[src/sv/usb_srh_pkg.sv]
package usb_srh_pkg;

  // number of string descriptor slots, slot 0 is the language table
  localparam int unsigned StringCount = 4;

  // result outcome codes
  typedef enum logic [1:0] {
    OUTCOME_HANDLED = 2'd0,
    OUTCOME_STALL   = 2'd1,
    OUTCOME_VENDOR  = 2'd2
  } outcome_e;

  // descriptor kinds
  localparam logic [1:0] DescDevice = 2'd0;
  localparam logic [1:0] DescConfig = 2'd1;
  localparam logic [1:0] DescString = 2'd2;

  // descriptor type in the high byte of wValue
  localparam logic [7:0] DtDevice = 8'h01;
  localparam logic [7:0] DtConfig = 8'h02;
  localparam logic [7:0] DtString = 8'h03;

  // standard request codes
  localparam logic [7:0] ReqGetStatus     = 8'd0;
  localparam logic [7:0] ReqClearFeature  = 8'd1;
  localparam logic [7:0] ReqReserved2     = 8'd2;
  localparam logic [7:0] ReqSetFeature    = 8'd3;
  localparam logic [7:0] ReqReserved4     = 8'd4;
  localparam logic [7:0] ReqSetAddress    = 8'd5;
  localparam logic [7:0] ReqGetDescriptor = 8'd6;
  localparam logic [7:0] ReqSetDescriptor = 8'd7;
  localparam logic [7:0] ReqGetConfig     = 8'd8;
  localparam logic [7:0] ReqSetConfig     = 8'd9;
  localparam logic [7:0] ReqGetInterface  = 8'd10;
  localparam logic [7:0] ReqSetInterface  = 8'd11;
  localparam logic [7:0] ReqSynchFrame    = 8'd12;

  // bmRequestType values
  localparam logic [7:0] RtHostDevice   = 8'h00;
  localparam logic [7:0] RtHostEndpoint = 8'h02;
  localparam logic [7:0] RtDevDevice    = 8'h80;
  localparam logic [7:0] RtDevInterface = 8'h81;
  localparam logic [7:0] RtDevEndpoint  = 8'h82;

  // configuration register indexes
  typedef enum logic [1:0] {
    CFG_DATA_ENDPOINT    = 2'd0,
    CFG_CONFIG_VALUE     = 2'd1,
    CFG_INTERFACE_NUMBER = 2'd2,
    CFG_LANGUAGE_ID      = 2'd3
  } cfg_index_e;

  // one decoded result
  typedef struct packed {
    outcome_e   outcome;
    logic [1:0] reply_length;
    logic [7:0] reply_byte;
    logic       descriptor_valid;
    logic [1:0] descriptor_kind;
    logic [1:0] string_slot;
    logic       toggle_reset;
  } result_t;

endpackage

[src/sv/usb_standard_request_handler_top.sv]
// usb standard request handler
//
// input channel: one setup packet per item (bmRequestType, bRequest, wValue,
// wIndex), taken at a clock edge where in_valid_i is high and in_stall_o low.
// output channel: one result item per setup packet, in order, taken at an
// edge where out_valid_o is high and out_stall_i low.
// configuration: cfg_valid_i with cfg_index_i / cfg_data_i, always ready;
// write only while no item is in flight.
//
// an item is held in the input register, is decoded against the halt bits and
// lands in the result register. throughput is one item per clock while the
// receiver does not stall; the rate is set by the single decode stage between
// the two registers, which also updates the halt bits.
// when the receiver stalls, the result register holds and the input register
// fills; in_stall_o rises only once both are occupied and the result is stalled.
// reset clears both valid flags and all halt bits and loads the register
// defaults (data endpoint 2, configuration 1, interface 0, language 0x0409).
module usb_standard_request_handler_top (
  input  logic        clk_i,
  input  logic        rst_ni,
  // setup packet in
  input  logic        in_valid_i,
  output logic        in_stall_o,
  input  logic [7:0]  request_type_i,
  input  logic [7:0]  request_code_i,
  input  logic [15:0] value_word_i,
  input  logic [15:0] index_word_i,
  // result out
  output logic        out_valid_o,
  input  logic        out_stall_i,
  output logic [1:0]  outcome_o,
  output logic [1:0]  reply_length_o,
  output logic [7:0]  reply_byte_o,
  output logic        descriptor_valid_o,
  output logic [1:0]  descriptor_kind_o,
  output logic [1:0]  string_slot_o,
  output logic        toggle_reset_o,
  // configuration writes
  input  logic        cfg_valid_i,
  output logic        cfg_ready_o,
  input  logic [1:0]  cfg_index_i,
  input  logic [15:0] cfg_data_i
);
  import usb_srh_pkg::*;

  // configuration registers
  logic [2:0]  data_ep_q;
  logic [7:0]  config_value_q;
  logic [7:0]  interface_num_q;
  logic [15:0] language_id_q;

  // halt bookkeeping, bit n-1 belongs to endpoint n
  logic       ep0_halt_q, ep0_halt_d;
  logic [6:0] in_halt_q, in_halt_d;
  logic [6:0] out_halt_q, out_halt_d;

  // input register
  logic        s1_valid_q;
  logic [7:0]  rtype_q;
  logic [7:0]  code_q;
  logic [15:0] wvalue_q;
  logic [15:0] windex_q;

  // result register
  logic    out_valid_q;
  result_t res_q, res_d;

  logic in_accept;
  logic s2_free;
  logic s1_move;

  // endpoint decode
  logic       ep_ok;
  logic [2:0] ep_num;
  logic       ep_dir_in;
  logic [7:0] in_vec, out_vec, in_vec_w, out_vec_w;
  logic       halt_bit;
  logic       do_write;
  logic       write_set;

  assign cfg_ready_o = 1'b1;

  // the result register frees up when empty or being taken this cycle
  assign s2_free    = !out_valid_q || !out_stall_i;
  assign s1_move    = s1_valid_q && s2_free;
  assign in_stall_o = s1_valid_q && !s2_free;
  assign in_accept  = in_valid_i && !in_stall_o;

  always_ff @(posedge clk_i or negedge rst_ni) begin
    if (!rst_ni) begin
      data_ep_q       <= 3'd2;
      config_value_q  <= 8'd1;
      interface_num_q <= 8'd0;
      language_id_q   <= 16'd1033;
    end else if (cfg_valid_i && cfg_ready_o) begin
      unique case (cfg_index_e'(cfg_index_i))
        CFG_DATA_ENDPOINT:    data_ep_q       <= cfg_data_i[2:0];
        CFG_CONFIG_VALUE:     config_value_q  <= cfg_data_i[7:0];
        CFG_INTERFACE_NUMBER: interface_num_q <= cfg_data_i[7:0];
        CFG_LANGUAGE_ID:      language_id_q   <= cfg_data_i;
        default: ;
      endcase
    end
  end

  // endpoint address from the low byte of wIndex, numbers 8 to 15 invalid
  assign ep_ok     = !windex_q[3];
  assign ep_num    = windex_q[2:0];
  assign ep_dir_in = windex_q[7];

  // endpoint 0 shares one halt bit for both directions
  assign in_vec   = {in_halt_q, ep0_halt_q};
  assign out_vec  = {out_halt_q, ep0_halt_q};
  assign halt_bit = ep_dir_in ? in_vec[ep_num] : out_vec[ep_num];

  always_comb begin
    res_d            = '0;
    res_d.outcome    = OUTCOME_HANDLED;
    do_write         = 1'b0;
    write_set        = 1'b0;
    ep0_halt_d       = ep0_halt_q;
    in_halt_d        = in_halt_q;
    out_halt_d       = out_halt_q;
    in_vec_w         = in_vec;
    out_vec_w        = out_vec;

    unique case (code_q) inside
      ReqGetStatus: begin
        if (rtype_q == RtDevDevice || rtype_q == RtDevInterface) begin
          res_d.reply_length = 2'd2;
        end else if (rtype_q == RtDevEndpoint && ep_ok) begin
          res_d.reply_length = 2'd2;
          res_d.reply_byte   = {7'd0, halt_bit};
        end else begin
          res_d.outcome = OUTCOME_STALL;
        end
      end
      ReqClearFeature, ReqSetFeature: begin
        if (rtype_q == RtHostDevice && code_q == ReqClearFeature) begin
          res_d.outcome = OUTCOME_STALL;
        end else if (rtype_q == RtHostEndpoint) begin
          if (wvalue_q != 16'd0 || !ep_ok) begin
            res_d.outcome = OUTCOME_STALL;
          end else begin
            do_write  = 1'b1;
            write_set = (code_q == ReqSetFeature);
          end
        end
      end
      ReqGetDescriptor: begin
        unique case (wvalue_q[15:8]) inside
          DtDevice: begin
            res_d.descriptor_valid = 1'b1;
            res_d.descriptor_kind  = DescDevice;
          end
          DtConfig: begin
            res_d.descriptor_valid = 1'b1;
            res_d.descriptor_kind  = DescConfig;
          end
          DtString: begin
            if (windex_q == language_id_q) begin
              if (32'(wvalue_q[7:0]) >= StringCount) begin
                res_d.outcome = OUTCOME_STALL;
              end else begin
                res_d.descriptor_valid = 1'b1;
                res_d.descriptor_kind  = DescString;
                res_d.string_slot      = wvalue_q[1:0];
              end
            end else if (windex_q == 16'd0) begin
              res_d.descriptor_valid = 1'b1;
              res_d.descriptor_kind  = DescString;
            end else begin
              res_d.outcome = OUTCOME_STALL;
            end
          end
          default: res_d.outcome = OUTCOME_STALL;
        endcase
      end
      ReqGetConfig: begin
        res_d.reply_length = 2'd1;
        res_d.reply_byte   = config_value_q;
      end
      ReqGetInterface: begin
        res_d.reply_length = 2'd1;
        res_d.reply_byte   = interface_num_q;
      end
      ReqSetInterface: begin
        res_d.toggle_reset = 1'b1;
        // data endpoint 0 leaves the halt bits alone
        if (data_ep_q != 3'd0) begin
          in_vec_w[data_ep_q]  = 1'b0;
          out_vec_w[data_ep_q] = 1'b0;
          in_halt_d            = in_vec_w[7:1];
          out_halt_d           = out_vec_w[7:1];
        end
      end
      ReqSetAddress, ReqSetConfig, ReqSynchFrame: ;
      ReqReserved2, ReqReserved4, ReqSetDescriptor: res_d.outcome = OUTCOME_STALL;
      default: res_d.outcome = OUTCOME_VENDOR;
    endcase

    if (do_write) begin
      if (ep_num == 3'd0) begin
        ep0_halt_d = write_set;
      end else if (ep_dir_in) begin
        in_vec_w[ep_num] = write_set;
        in_halt_d        = in_vec_w[7:1];
      end else begin
        out_vec_w[ep_num] = write_set;
        out_halt_d        = out_vec_w[7:1];
      end
    end
  end

  // halt bits change only as an item passes into the result register
  always_ff @(posedge clk_i or negedge rst_ni) begin
    if (!rst_ni) begin
      ep0_halt_q <= 1'b0;
      in_halt_q  <= '0;
      out_halt_q <= '0;
    end else if (s1_move) begin
      ep0_halt_q <= ep0_halt_d;
      in_halt_q  <= in_halt_d;
      out_halt_q <= out_halt_d;
    end
  end

  // pipeline valid flags
  always_ff @(posedge clk_i or negedge rst_ni) begin
    if (!rst_ni) begin
      s1_valid_q  <= 1'b0;
      out_valid_q <= 1'b0;
    end else begin
      s1_valid_q <= in_accept || (s1_valid_q && !s2_free);
      if (s2_free) begin
        out_valid_q <= s1_valid_q;
      end
    end
  end

  // payload registers, no reset needed
  always_ff @(posedge clk_i) begin
    if (in_accept) begin
      rtype_q  <= request_type_i;
      code_q   <= request_code_i;
      wvalue_q <= value_word_i;
      windex_q <= index_word_i;
    end
    if (s1_move) begin
      res_q <= res_d;
    end
  end

  assign out_valid_o        = out_valid_q;
  assign outcome_o          = res_q.outcome;
  assign reply_length_o     = res_q.reply_length;
  assign reply_byte_o       = res_q.reply_byte;
  assign descriptor_valid_o = res_q.descriptor_valid;
  assign descriptor_kind_o  = res_q.descriptor_kind;
  assign string_slot_o      = res_q.string_slot;
  assign toggle_reset_o     = res_q.toggle_reset;

  // halt bits stay put unless an item is decoded
  assert property (@(posedge clk_i) disable iff (!rst_ni)
    !s1_move |=> ($stable(in_halt_q) && $stable(out_halt_q) && $stable(ep0_halt_q)))
    else $error("halt bits changed with no item decoded");

  // input side stalls only when both registers are occupied
  assert property (@(posedge clk_i) disable iff (!rst_ni)
    in_stall_o |-> (s1_valid_q && out_valid_q && out_stall_i))
    else $error("input stalled with room in the pipeline");

  // a decoded item reaches the result register on the next edge
  assert property (@(posedge clk_i) disable iff (!rst_ni)
    s1_move |=> out_valid_q)
    else $error("decoded item lost");

  // a selected descriptor or toggle reset only comes with a handled outcome
  assert property (@(posedge clk_i) disable iff (!rst_ni)
    (out_valid_q && (res_q.descriptor_valid || res_q.toggle_reset))
      |-> (res_q.outcome == OUTCOME_HANDLED && res_q.reply_length == 2'd0))
    else $error("descriptor or toggle reset on a refused request");

endmodule
[config.mk]
export PLATFORM = sky130hd
export DESIGN_NAME = usb_standard_request_handler_top
export DESIGN_NICKNAME = d
export VERILOG_FILES = /design/src/sv/usb_srh_pkg.sv /design/src/sv/usb_standard_request_handler_top.sv
export SDC_FILE = /design/constraint.sdc
export NUM_CORES = 1
export LEC_CHECK = 0
export ABC_AREA = 0
export BUFFER_PORTS_ARGS = -buffer_cell sky130_fd_sc_hd__buf_2
export CELL_PAD_IN_SITES_DETAIL_PLACEMENT = 0
export CELL_PAD_IN_SITES_GLOBAL_PLACEMENT = 1
export CORE_MARGIN = 10
export CORE_UTILIZATION = 30
export CTS_BUF_LIST = sky130_fd_sc_hd__clkbuf_4 sky130_fd_sc_hd__clkbuf_8
export DETAILED_ROUTE_END_ITERATION = 10
export HOLD_SLACK_MARGIN = 0.05
export PLACE_DENSITY_LB_ADDON = 0.05
export SLEW_MARGIN = 20
export SYNTH_ARGS = -nofsm -noshare
export SYNTH_HDL_FRONTEND = slang
export SYNTH_SLANG_ARGS = --single-unit
[constraint.sdc]
create_clock -name clk_i -period 4.4 [get_ports clk_i]
set_clock_uncertainty 0.2 [all_clocks]
set_input_delay 0.22 -clock clk_i [delete_from_list [all_inputs] [get_ports clk_i]]
set_output_delay 0.22 -clock clk_i [all_outputs]
set_load 0.005 [all_outputs]
==> reports/qor.csv <==
stage,metric,value,unit
logic_synthesis,yosysTopAreaCell,edfxtp_1,
layout,final_nets,634,
worst_setup_path,endpoint_kind,flop,
placement,pre_cts_slack,1.399,ns
layout,drive_above_1_share,29.86,%
worst_setup_path,timing.reg2reg.setup_slack,1.52,ns
detailed_routing,remaining_drc_errors,0,
clock_tree,post_cts_buffers,0,
timing,fmax,346.9,MHz
detailed_routing,first_pass_iters,4,
layout,areaGrowthSynthToFinish,36.43,%
grt,grt_pass1_vias,4170,
logic_synthesis,synth_edf_count,66,
worst_setup_path,r2r-start,wvalue_q[8],
clock_tree,cts-resized-gates,0,
detailed_routing,viasPerCell,4.683,
floorplan,dieArea,22610,um^2
flow_run,cap_violations,0,
logic_synthesis,synth.area.top_cells,"edfxtp_1 (39%), dfrtp_1 (23%), mux2_2 (7.7%)",
logic_synthesis,synth_cell_types,48,
worst_setup_path,arrival,3.00,ns
clock_tree,tritoncts,yes,
logic_synthesis,syn-cell-area,5097,um^2
floorplan,start_util,30.63,%
grt,track_usage,13.17,%
floorplan,die_w,150.4,um
logic_synthesis,synth.net_count,460,
grt,grt_max_degree,49,
timing,fin_ws,1.517,ns
power_and_ir_drop,p_leak,0.002778,uW
logic_synthesis,synth_seq_area_share,64.53,%
timing,finalSetupTns,0,ns
logic_synthesis,yosys.cell_count.top_type,edfxtp_1,
worst_setup_path,cp-start-kind,flop,
placement,hpwl,9.923,mm
timing,finalSetupViolations,0,
clock_tree,h-tree-depth,4,
logic_synthesis,synthFlopType,edfxtp_1,
logic_synthesis,yosys_warnings,0,
worst_setup_path,r2r-end,out_halt_q[0],
placement,port_buffers,90,
logic_synthesis,yosysTopAreaCellShare,38.88,%
grt,antenna_found_initial,0,
worst_setup_path,worstSetupPathType,reg2reg,
timing,hold_viol_final,0,
floorplan,rows,47,
clock_tree,cts_root_buffer,clkbuf_8,
timing,rsz0062_at_grt,false,
clock_tree,clkSinkCount,118,
clock_tree,clock_latency,0.44,ns
detailed_routing,routed_wl,14.11,mm
hold_path,hold_class,in2async,
placement,place.gp.congestion,0.8280,
outcome,outcome,finished clean,
power_and_ir_drop,power_density,377.5,nW/um^2
timing,fin_crit_sh,65.52,%
detailed_routing,wl_per_cell,17.73,um
logic_synthesis,async_reset_ff_share,44.07,%
timing,hold_slack,0.1439,ns
logic_synthesis,yosys_register_bits,118,
timing,slew_headroom,41.47,%
grt,grt_pass1_wl,22.88,mm
timing,worst_pin_slew,0.8754,ns
grt,grt.overflow.total,0,
worst_setup_path,worstRegToRegCells,6,
layout,fin_area,6954,um^2
power_and_ir_drop,peakVddDrop,0.2315,mV
logic_synthesis,ys_top_cells_by_count,"edfxtp_1 (66), dfrtp_1 (47), mux2_2 (35), nand2_1 (28), o21ai_0 (18)",
clock_tree,cts_max_path_buffers,2,
timing,fin_crit,2.883,ns
logic_synthesis,synthCells,389,
timing,drv_slew,0,
clock_tree,cts-buffers-inserted,17,
logic_synthesis,avgSynthCellArea,13.10,um^2
worst_setup_path,required,4.52,ns
detailed_routing,num_vias,3728,
floorplan,coreArea,16640,um^2
clock_tree,cts_hold_buf,76,
floorplan,ios,92,
placement,place_area,5791,um^2
detailed_routing,ant_nets,0,
worst_setup_path,worstPathMaxFanout,4,
clock_tree,clkTransAtPathRegs,0.07,ns
layout,antennaDiodeCount,0,
floorplan,die_h,150.4,um
detailed_routing,drt-initial-drc-count,201,
layout,fin_util,41.79,%
[sequential cells by signal, summed over array words and instances (netlist names), 3 cells and up]
signal           cells
language_id_q       16
windex_q            16
wvalue_q            16
code_q               8
config_value_q       8
interface_num_q      8
reply_byte_o         8
rtype_q              8
in_halt_q            7
out_halt_q           7
data_ep_q            3
[power by group]
part           switching [uW]  internal, uW  leakage [uW]
registers                72.5          1290       0.00126
clock network             471           516      0.000198
logic                     126           155       0.00132
[how the worst max path moves through the flow]
stage | start | endpoint | slack, ns
3_3_place_gp | code_q[5] | reply_byte_o[0] | 1.51
5_1_grt | wvalue_q[8] | out_halt_q[4] | 1.38
3_5_place_dp | code_q[5] | reply_byte_o[0] | 1.40
4_1_cts | code_q[5] | reply_byte_o[0] | 1.38
6_report | wvalue_q[8] | out_halt_q[0] | 1.52
2_1_floorplan | wvalue_q[8] | out_halt_q[0] | 1.75
[worst max-delay path, stage by stage, from the launching register on]
cell      delay [ns]
edfxtp_1        0.44
or4_1           0.53
or4_4           0.59
nor4_4          0.30
or3b_1          0.48
o21ai_1         0.15
o21ai_1         0.07
[layout by cell type, fill, tap and decap left out, types with 4 or more instances in the layout]
| cell | instances |
|---|---|
| nand4_1 | 5 |
| nor3_1 | 12 |
| edfxtp_1 | 66 |
| o21ai_0 | 18 |
| a21oi_1 | 6 |
| a22o_1 | 7 |
| or4_1 | 7 |
| nand3_1 | 17 |
| inv_1 | 9 |
| mux2_2 | 35 |
| nand2b_1 | 7 |
| o31ai_1 | 4 |
| nor4_1 | 9 |
| nor2_1 | 14 |
| buf_2 | 90 |
| clkbuf_8 | 17 |
| nor2b_1 | 4 |
| dfstp_2 | 5 |
| nand2_1 | 28 |
| dlygate4sd3_1 | 76 |
| o21ai_1 | 6 |
| mux2i_1 | 6 |
| inv_6 | 5 |
| dfrtp_1 | 47 |
| xor2_1 | 17 |
[cell type report]
cell class,count,area [um^2]
clock buffers,18,241.5
clock inverters,14,151.4
repair buffers,169,1234
well taps,220,275.3
inverters,9,33.78
fillers,1569,9688
flip-flops and latches,118,3289
multi-input cells,248,1729
[kinds of logic (layout without fill, tap and decap cells)]
| logic type | after synthesis | in the layout | share of synthesized area, % |
|---|---|---|---|
| AOI/OAI and AO/OA | 62 | 62 | 7.855 |
| xor gates and xnor gates | 17 | 17 | 2.921 |
| buffers and inverters | 23 | 210 | 1.767 |
| DFF | 118 | 118 | 64.53 |
| muxes | 41 | 41 | 8.910 |
| other | 1 | 1 | 0.07357 |
| and+or+nand+nor | 127 | 127 | 13.94 |
[metal layers]
layer  up-vias  routed length, um  GRT usage (%)
met1      1805               6557          16.76
met2        97               6606          20.37
li1       1809                  -              -
met5         -                  0              0
met3        17                720          4.412
met4         0                225          4.810
[per-stage QoR]
stage / instances / power (uW)
6_report: 796 / 2625
3_3_place_gp: 688 / 1609
5_1_grt: 796 / 2767
3_5_place_dp: 688 / 1612
2_1_floorplan: 389 / 1494
4_1_cts: 796 / 2677
(Power assumes the default switching activity.)
